`src/design/assert_macros.svh`:
```
// Assertion macros shared by the primitive assembler RTL.
// Included by files that carry concurrent checks; no other dependencies.
`ifndef ASSERT_MACROS_SVH
`define ASSERT_MACROS_SVH
`ifndef SYNTHESIS
// Property must hold on every clock edge outside reset
`define PA_ASSERT(lbl, clk, rst_n, prop, msg) \
    lbl: assert property (@(posedge clk) disable iff (!rst_n) prop) else $error(msg);
// Condition must never be seen outside reset
`define PA_NEVER(lbl, clk, rst_n, cond, msg) \
    lbl: assert property (@(posedge clk) disable iff (!rst_n) !(cond)) else $error(msg);
`else
`define PA_ASSERT(lbl, clk, rst_n, prop, msg)
`define PA_NEVER(lbl, clk, rst_n, cond, msg)
`endif
`endif

```
`src/design/pa_pkg.sv`:
```
// Shared types and codes for the primitive assembler.
// No dependencies; used by pa_index_unit and primitive_assembler_core.
package pa_pkg;

    localparam int IDX_W   = 32;
    localparam int TYPE_W  = 3;
    localparam int KIND_W  = 2;
    localparam int CFG_IDX_W = 2;

    // Primitive type codes
    localparam logic [TYPE_W-1:0] PT_POINTS    = 3'd0;
    localparam logic [TYPE_W-1:0] PT_LINE_LIST = 3'd1;
    localparam logic [TYPE_W-1:0] PT_LINE_STRIP = 3'd2;
    localparam logic [TYPE_W-1:0] PT_TRI_LIST  = 3'd3;
    localparam logic [TYPE_W-1:0] PT_TRI_STRIP = 3'd4;
    localparam logic [TYPE_W-1:0] PT_TRI_FAN   = 3'd5;

    // Primitive kind codes
    localparam logic [KIND_W-1:0] PK_POINT = 2'd0;
    localparam logic [KIND_W-1:0] PK_LINE  = 2'd1;
    localparam logic [KIND_W-1:0] PK_TRI   = 2'd2;

    // Configuration register indexes
    localparam logic [CFG_IDX_W-1:0] CFG_PRIM_TYPE    = 2'd0;
    localparam logic [CFG_IDX_W-1:0] CFG_VERTEX_BASE  = 2'd1;
    localparam logic [CFG_IDX_W-1:0] CFG_VERTEX_LIMIT = 2'd2;

    // One processed index: element number and its flags
    typedef struct packed {
        logic [IDX_W-1:0] elem;
        logic             clamped;
        logic             skip;
    } idx_info_t;

endpackage

```
`src/design/pa_index_unit.sv`:
```
// Index clamp and base offset for the primitive assembler.
// Depends on pa_pkg; instanced by primitive_assembler_core.
module pa_index_unit (
    input  logic [pa_pkg::IDX_W-1:0]  vertex_index,
    input  logic [pa_pkg::TYPE_W-1:0] prim_type,
    input  logic [pa_pkg::IDX_W-1:0]  vertex_base,
    input  logic [pa_pkg::IDX_W-1:0]  vertex_limit,
    output pa_pkg::idx_info_t         info
);
    import pa_pkg::*;

    logic over_limit;

    // Out-of-range indices fold to zero before the offset
    assign over_limit   = (vertex_index >= vertex_limit);
    assign info.clamped = over_limit;
    assign info.elem    = (over_limit ? '0 : vertex_index) + vertex_base;

    // Word is dropped for an empty vertex range or an unknown type
    assign info.skip    = (vertex_limit == '0) || (prim_type > PT_TRI_FAN);

endmodule

```
`src/design/primitive_assembler_core.sv`:
```
// Primitive assembler top level: index register, assembly logic, result register.
// Depends on pa_pkg, pa_index_unit and assert_macros.svh.
//
//  channel | dir | handshake        | payload
//  s_*     | in  | s_tvalid/tready  | tdata: vertex_index; tuser: first
//  m_*     | out | m_tvalid/tready  | tdata: prim_number,a,b,c; tuser: kind,clamped
//  cfg_*   | in  | cfg_write        | cfg_index, cfg_data
//
// One index word per cycle sustained unless an output stall holds a word that makes a result;
// a result's last index passes through the index register, then the result register.
// rst_n clears the stage valids, the held indices, counter, vertex base and limit; the type resets to triangle list.
// A stall on m_tready holds the result register and reaches s_tready in the
// same cycle only when the registered index would produce a result.
`include "assert_macros.svh"
module primitive_assembler_core (
    input  logic                         clk,
    input  logic                         rst_n,
    // index stream
    input  logic                         s_tvalid,
    output logic                         s_tready,
    input  logic [31:0]                  s_tdata,   // [31:0] vertex_index
    input  logic [0:0]                   s_tuser,   // [0] first
    // primitive stream
    output logic                         m_tvalid,
    input  logic                         m_tready,
    output logic [127:0]                 m_tdata,   // prim_number, vertex_a, vertex_b, vertex_c
    output logic [2:0]                   m_tuser,   // [1:0] prim_kind, [2] index_clamped
    // configuration
    input  logic                         cfg_write,
    input  logic [pa_pkg::CFG_IDX_W-1:0] cfg_index,
    input  logic [31:0]                  cfg_data
);
    import pa_pkg::*;

    // configuration registers
    logic [TYPE_W-1:0] prim_type_reg;
    logic [IDX_W-1:0]  vertex_base_reg;
    logic [IDX_W-1:0]  vertex_limit_reg;

    // index stage
    idx_info_t         idx_info;
    logic              s1_valid_reg;
    idx_info_t         s1_info_reg;
    logic              s1_first_reg;
    logic              s1_adv;

    // batch state
    logic [IDX_W-1:0]  hf_reg, hf_next;
    logic [IDX_W-1:0]  hs_reg, hs_next;
    logic              hfc_reg, hfc_next;
    logic              hsc_reg, hsc_next;
    logic [1:0]        seen_reg, seen_next;
    logic [IDX_W-1:0]  cnt_reg, cnt_next;

    // result register
    logic              out_valid_reg;
    logic [IDX_W-1:0]  out_num_reg, out_a_reg, out_b_reg, out_c_reg;
    logic [KIND_W-1:0] out_kind_reg;
    logic              out_clamp_reg;
    logic              out_free;

    // assembled result of the registered word
    logic              emit;
    logic [KIND_W-1:0] res_kind;
    logic [IDX_W-1:0]  res_a, res_b, res_c;
    logic              res_clamp;

    // configuration writes
    always_ff @(posedge clk or negedge rst_n)
    begin
        if (!rst_n)
        begin
            prim_type_reg    <= PT_TRI_LIST;
            vertex_base_reg  <= '0;
            vertex_limit_reg <= '0;
        end
        else if (cfg_write)
        begin
            case (cfg_index)
                CFG_PRIM_TYPE:    prim_type_reg    <= cfg_data[TYPE_W-1:0];
                CFG_VERTEX_BASE:  vertex_base_reg  <= cfg_data;
                CFG_VERTEX_LIMIT: vertex_limit_reg <= cfg_data;
                default:          ;
            endcase
        end
    end

    pa_index_unit u_index (
        .vertex_index (s_tdata),
        .prim_type    (prim_type_reg),
        .vertex_base  (vertex_base_reg),
        .vertex_limit (vertex_limit_reg),
        .info         (idx_info)
    );

    // handshake
    assign out_free = !out_valid_reg || m_tready;
    assign s1_adv   = s1_valid_reg && (!emit || out_free);
    assign s_tready = !s1_valid_reg || s1_adv;

    // index register
    always_ff @(posedge clk or negedge rst_n)
    begin
        if (!rst_n)
            s1_valid_reg <= 1'b0;
        else if (s_tvalid && s_tready)
            s1_valid_reg <= 1'b1;
        else if (s1_adv)
            s1_valid_reg <= 1'b0;
    end

    always_ff @(posedge clk)
    begin
        if (s_tvalid && s_tready)
        begin
            s1_info_reg  <= idx_info;
            s1_first_reg <= s_tuser[0];
        end
    end

    // assembly: held state after an optional batch restart, then type rules
    always_comb
    begin
        logic [IDX_W-1:0] hf, hs, cnt, v;
        logic             hfc, hsc, c;
        logic [1:0]       seen;

        hf   = s1_first_reg ? '0 : hf_reg;
        hs   = s1_first_reg ? '0 : hs_reg;
        hfc  = s1_first_reg ? 1'b0 : hfc_reg;
        hsc  = s1_first_reg ? 1'b0 : hsc_reg;
        seen = s1_first_reg ? 2'd0 : seen_reg;
        cnt  = s1_first_reg ? '0 : cnt_reg;
        v    = s1_info_reg.elem;
        c    = s1_info_reg.clamped;

        hf_next   = hf;
        hs_next   = hs;
        hfc_next  = hfc;
        hsc_next  = hsc;
        seen_next = seen;
        emit      = 1'b0;
        res_kind  = PK_TRI;
        res_a     = hf;
        res_b     = hs;
        res_c     = v;
        res_clamp = hfc | hsc | c;

        if (!s1_info_reg.skip)
        begin
            case (prim_type_reg)
                PT_POINTS:
                begin
                    emit      = 1'b1;
                    res_kind  = PK_POINT;
                    res_a     = v;
                    res_b     = '0;
                    res_c     = '0;
                    res_clamp = c;
                end
                PT_LINE_LIST, PT_LINE_STRIP:
                begin
                    if (seen == 2'd0)
                    begin
                        hf_next   = v;
                        hfc_next  = c;
                        seen_next = 2'd1;
                    end
                    else
                    begin
                        emit      = 1'b1;
                        res_kind  = PK_LINE;
                        res_a     = hf;
                        res_b     = v;
                        res_c     = '0;
                        res_clamp = hfc | c;
                        if (prim_type_reg == PT_LINE_LIST)
                            seen_next = 2'd0;
                        else
                        begin
                            hf_next   = v;
                            hfc_next  = c;
                            seen_next = 2'd1;
                        end
                    end
                end
                default:
                begin
                    // triangle list, strip and fan
                    if (seen == 2'd0)
                    begin
                        hf_next   = v;
                        hfc_next  = c;
                        seen_next = 2'd1;
                    end
                    else if (seen == 2'd1)
                    begin
                        hs_next   = v;
                        hsc_next  = c;
                        seen_next = 2'd2;
                    end
                    else
                    begin
                        emit = 1'b1;
                        if (prim_type_reg == PT_TRI_LIST)
                            seen_next = 2'd0;
                        else if (prim_type_reg == PT_TRI_STRIP)
                        begin
                            hf_next   = hs;
                            hfc_next  = hsc;
                            hs_next   = v;
                            hsc_next  = c;
                            seen_next = 2'd2;
                            // odd strip triangles swap their last two corners
                            if (cnt[0])
                            begin
                                res_b = v;
                                res_c = hs;
                            end
                        end
                        else
                        begin
                            hs_next   = v;
                            hsc_next  = c;
                            seen_next = 2'd2;
                        end
                    end
                end
            endcase
        end

        cnt_next = emit ? cnt + 1'b1 : cnt;
    end

    // batch state update when the registered word moves on
    always_ff @(posedge clk or negedge rst_n)
    begin
        if (!rst_n)
        begin
            hf_reg   <= '0;
            hs_reg   <= '0;
            hfc_reg  <= 1'b0;
            hsc_reg  <= 1'b0;
            seen_reg <= 2'd0;
            cnt_reg  <= '0;
        end
        else if (s1_adv)
        begin
            hf_reg   <= hf_next;
            hs_reg   <= hs_next;
            hfc_reg  <= hfc_next;
            hsc_reg  <= hsc_next;
            seen_reg <= seen_next;
            cnt_reg  <= cnt_next;
        end
    end

    // result register
    always_ff @(posedge clk or negedge rst_n)
    begin
        if (!rst_n)
            out_valid_reg <= 1'b0;
        else if (s1_adv && emit)
            out_valid_reg <= 1'b1;
        else if (m_tready)
            out_valid_reg <= 1'b0;
    end

    always_ff @(posedge clk)
    begin
        if (s1_adv && emit)
        begin
            out_num_reg   <= s1_first_reg ? '0 : cnt_reg;
            out_kind_reg  <= res_kind;
            out_a_reg     <= res_a;
            out_b_reg     <= res_b;
            out_c_reg     <= res_c;
            out_clamp_reg <= res_clamp;
        end
    end

    assign m_tvalid = out_valid_reg;
    assign m_tdata  = {out_c_reg, out_b_reg, out_a_reg, out_num_reg};
    assign m_tuser  = {out_clamp_reg, out_kind_reg};

    // checks
    `PA_NEVER(a_seen_range, clk, rst_n, seen_reg == 2'd3, "held index count out of range")
    `PA_ASSERT(a_cnt_step, clk, rst_n, (s1_adv && emit && !s1_first_reg) |=> (cnt_reg == $past(cnt_reg) + 1'b1), "primitive counter did not step")
    `PA_ASSERT(a_point_shape, clk, rst_n, (m_tvalid && m_tuser[1:0] == PK_POINT) |-> (m_tdata[127:64] == '0), "point carries extra corners")
    `PA_ASSERT(a_stall_cause, clk, rst_n, (s1_valid_reg && !s1_adv) |-> (out_valid_reg && !m_tready), "index stage stalled without output back-pressure")

endmodule
```
`config.mk`:
```
export PLATFORM = sky130hd
export DESIGN_NAME = primitive_assembler_core
export DESIGN_NICKNAME = d
export VERILOG_FILES = /design/src/design/pa_pkg.sv /design/src/design/pa_index_unit.sv /design/src/design/primitive_assembler_core.sv
export VERILOG_INCLUDE_DIRS = /design/src /design/src/design
export SDC_FILE = /design/constraint.sdc
export NUM_CORES = 1
export LEC_CHECK = 0
export BUFFER_PORTS_ARGS = -buffer_cell sky130_fd_sc_hd__clkbuf_2
export CAP_MARGIN = 20
export CORE_MARGIN = 2
export CORE_UTILIZATION = 35
export CTS_CLUSTER_SIZE = 8
export DETAILED_ROUTE_END_ITERATION = 10
export GPL_ROUTABILITY_DRIVEN = 0
export PLACE_DENSITY = 0.64
export SETUP_SLACK_MARGIN = 0.4
export SYNTH_ARGS = -nofsm -noshare
export SYNTH_HDL_FRONTEND = slang
export SYNTH_SLANG_ARGS = --single-unit
```
`constraint.sdc`:
```
create_clock -name clk -period 4.9 [get_ports clk]
set_input_delay 1.225 -clock clk [delete_from_list [all_inputs] [get_ports clk]]
set_output_delay 1.225 -clock clk [all_outputs]
set_load 0.02 [all_outputs]
```
==> summary.txt <==
Critical path
  • Crit Reg-Reg Endpoint: s1_info_reg[31]
  • Largest stage delay on the critical path: roughly 340 ps
  • R2R Path Start: vertex_limit_reg[0]
  • CP endpoint kind: register
  • Maximum fanout along the worst path: 7
  • Crit path DAT: a little under 5000 ps
  • WP data required: approximately 5200 ps
  • Setup CP Type: primary input to register
  • CP cell instances: buf_8, inv_6, ha_4, nor2b_2, o21ai_2, a21oi_1, o21ai_1, a21oi_1, o31a_1, o21a_4, buf_12, buf_4, and2_4, ha_4, nand4_1, nor3_4, o311ai_2, buf_4, a31oi_4, a31oi_4, o21bai_1, a21oi_2, xnor2_1
  • Worst reg2reg path depth: 21
  • Slowest CP cell: o31a_1
  • Reg2Reg Setup Slack: 580 ps
  • CP startpoint kind: primary input

Pwr
  • LEAKAGE: about 9 nW
  • Power per cell area: roughly 470 mW/mm2
  • Worst vdd ir: 0.291 mV

Final layout
  • Area of the multi-input gates: about 0.0079 mm2
  • Layout area overhead: 27.4%
  • Number of diodes: 0
  • Core Util, Final: a little under half
  • Max FFs per register: 34
  • Final #Nets: between 1,500 and 2,000
  • Fin area: ~0.022 mm2
  • Fillcell total: about 4,300
  • Register area: around 0.009 mm2
  • Layout cells sized above 1: approximately a third
  • Final Non-Filler Cells: approximately 2,500

Clocking
  • Clock transition at path regs: ~50 ps
  • CTS tree: done
  • Number of buffers created by CTS: 48
  • CTS Hold Bufs: 0
  • Htree depth: 2
  • CTS root buffer: clkbuf_16
  • Worst-Skew Late Latency: roughly 600 ps
  • Worst-case clock buffer depth: 3
  • Sink Count: about 340

Logic synthesis
  • Register area share after synthesis: about 54%
  • Distinct cell type count after synthesis: 76
  • Top post-synthesis cells by area: edfxtp_1, dfrtp_1, mux2_2
  • Ys flop type: dfrtp_1
  • Biggest area consumer among synthesized cells: edfxtp_1
  • FF+latch count, synth: between 300 and 400
  • Synth async-reset ratio: approximately half
  • Cell with the most instances after synthesis: nand2_1
  • Area share of the largest cell type after synthesis: slightly below 30%
  • Synth Cell Area: around 0.017 mm2
  • Syn Inst Count: approximately 1,500
  • Post-synth EDFFs: around 170
  • Synthesized Nets: roughly 1,600
  • Post-synth top cells: nand2_1, dfrtp_1, edfxtp_1
  • Synth warn: 0
  • Avg Cell Area, Syn: approximately 11 um2

Floorplan
  • Initial cell density of the core: a little over a third
  • Io pins: slightly above 200
  • Die height: around 220 um
  • Num rows: 80
  • Die W: between 200 and 250 um
  • Core box area: 0.0477 mm2
  • Die ar.: 0.0502 mm2

Outcome
  • Outcome: completed

Drt
  • Via count: 13,203
  • Detail Route Antenna Nets: 0
  • Final routed DRC violation total: 0
  • Routed WL: about 48,000 um
  • Per-cell routed wire length: 19.5 um
  • DRT Pass-1 Iters: 5
  • Initial DRC count: 952
  • Vias per std cell: around 5.3

GRT
  • Vias in the first global route: 13,059
  • GR Layer Usage met3: between 2 and 3%
  • Antenna violations before repair: 0
  • Global-route wire length before repair: approximately 73,000 um
  • Met1 track demand over resource: roughly a quarter
  • M2 GR Usage: 29.9%
  • GRT Resource Usage Total: around a fifth
  • Largest net degree at the start of global routing: 93
  • Total congestion overflow: 0
  • Global route hottest layer: met2

STA
  • RSZ-0062 raised after global routing: yes
  • Period utilization: 94.0%
  • Setup TNS: 0 ps
  • Final worst path period need: 4600 ps
  • Worst-Margin Slew: between 1000 and 1500 ps
  • Final Setup Violations: 0
  • WHS: between 400 and 500 ps
  • Final hold viol count: 0
  • FMAX: between 200 and 250 MHz
  • Slew Limit Fails: 0
  • Max_slew headroom: between 30% and 40%
  • Worst Clk Skew: approximately 36 ps

Hold path
  • HP Class: register to register
  • Hold endpoint: hf_reg[2]
  • HP Start: hf_reg[2]
  • Worst Hold Path Cells: 2

Placed design
  • Area after DPL: 0.0197 mm2
  • Placed cells: 2,369
  • Number of port buffers: 204
  • DP HPWL: 33,600 um

Run
  • Max_cap viols: 0
==> cells in the final DEF, fill, tap and decap left out, types with 5 or more instances in the layout <==
cell         n
a22o_1      75
buf_6       11
nand2_1    165
nor2b_1     59
nand3_1     24
a21o_1      13
dfrtp_1    167
mux2i_1     15
and2_4       6
mux2_2      74
clkbuf_2   200
xor2_1      23
o21ai_0     99
ha_4        24
and3_1       7
a21oi_2     10
ha_1        39
o21a_1       6
nor3_1      10
nor4_1      10
clkbuf_16   50
nor2_2       5
nand4_1     16
clkbuf_1    32
and2_1      35
a221oi_1     7
inv_1       49
a21oi_1     55
a2bb2oi_1    7
edfxtp_1   166
xnor2_1     30
buf_4      130
o21ai_1     13
nand2b_1    10
nor2_1      60
a22oi_1     29
o221a_2      5
nand2_2      5
o21ai_2      8
==> metal layers <==
layer,vias to the layer above,part of all wire [%]
li1,6161,-
met1,6448,45
met2,498,46
met3,96,5.9
met4,0,3.2
met5,-,0
==> power by group <==
group | switching, mW | leakage (nW) | internal (mW) | total, mW
logic | 1.65 | 4.68 | 1.39 | 3.04
clock network | 1.22 | 0.658 | 1.86 | 3.08
registers | 0.483 | 3.73 | 3.62 | 4.11
==> cell type report <==
cell class / instances / area share (%)
Sequential cell: 335 / 42.7
Multi-Input combinational cell: 1041 / 36.4
Timing Repair Buffer: 344 / 10.0
Clock buffer: 82 / 6.30
Tap cell: 615 / 3.56
Inverter: 51 / 0.927
Clock inverter: 3 / 0.116
==> stage by stage <==
stage               power [mW]  setup slack [ps]
floorplan                 5.80               253
global placement          6.84              -368
detailed placement        6.92              -399
CTS                       10.1               366
global route              10.8               112
finish                    10.2               296
==> worst max path at each step <==
stage | from | slack, ps | endpoint
6_report | s_tdata[0] | 300 | s1_info_reg[31]
2_1_floorplan | s_tdata[2] | 250 | s1_info_reg[33]
5_1_grt | s_tdata[0] | 110 | s1_info_reg[31]
3_3_place_gp | s_tdata[0] | -370 | s1_info_reg[31]
3_5_place_dp | s_tdata[0] | -400 | s1_info_reg[33]
4_1_cts | s_tdata[2] | 370 | s1_info_reg[19]
==> logic make-up (layout without fill, tap and decap cells) <==
group / count (synthesis) / count (layout) / share of synthesized area (%)
muxes: 89 / 89 / 5.80
DFF: 335 / 335 / 54.4
xor gates and xnor gates: 56 / 56 / 2.98
and+or+nand+nor: 444 / 444 / 13.2
AOI/OAI and AO/OA: 387 / 387 / 15.9
buffers and inverters: 122 / 480 / 2.93
adders and majority gates: 65 / 65 / 4.84
==> worst max-delay path, delay by kind of cell <==
| family | cells | cell delay (ps) |
|---|---|---|
| adders and majority gates | 2 | 520 |
| and+or+nand+nor | 4 | 640 |
| buffers and inverters | 5 | 560 |
| AOI/OAI and AO/OA | 11 | 1850 |
| xor gates and xnor gates | 1 | 130 |
==> repair_timing <==
action,4_1_cts,5_1_grt
resized for setup,18,62
pin swaps,18,48
cloned,0,1
endpoints found under the setup margin,9,19
setup buffers,6,9
Power figures use the tool's default switching activity.
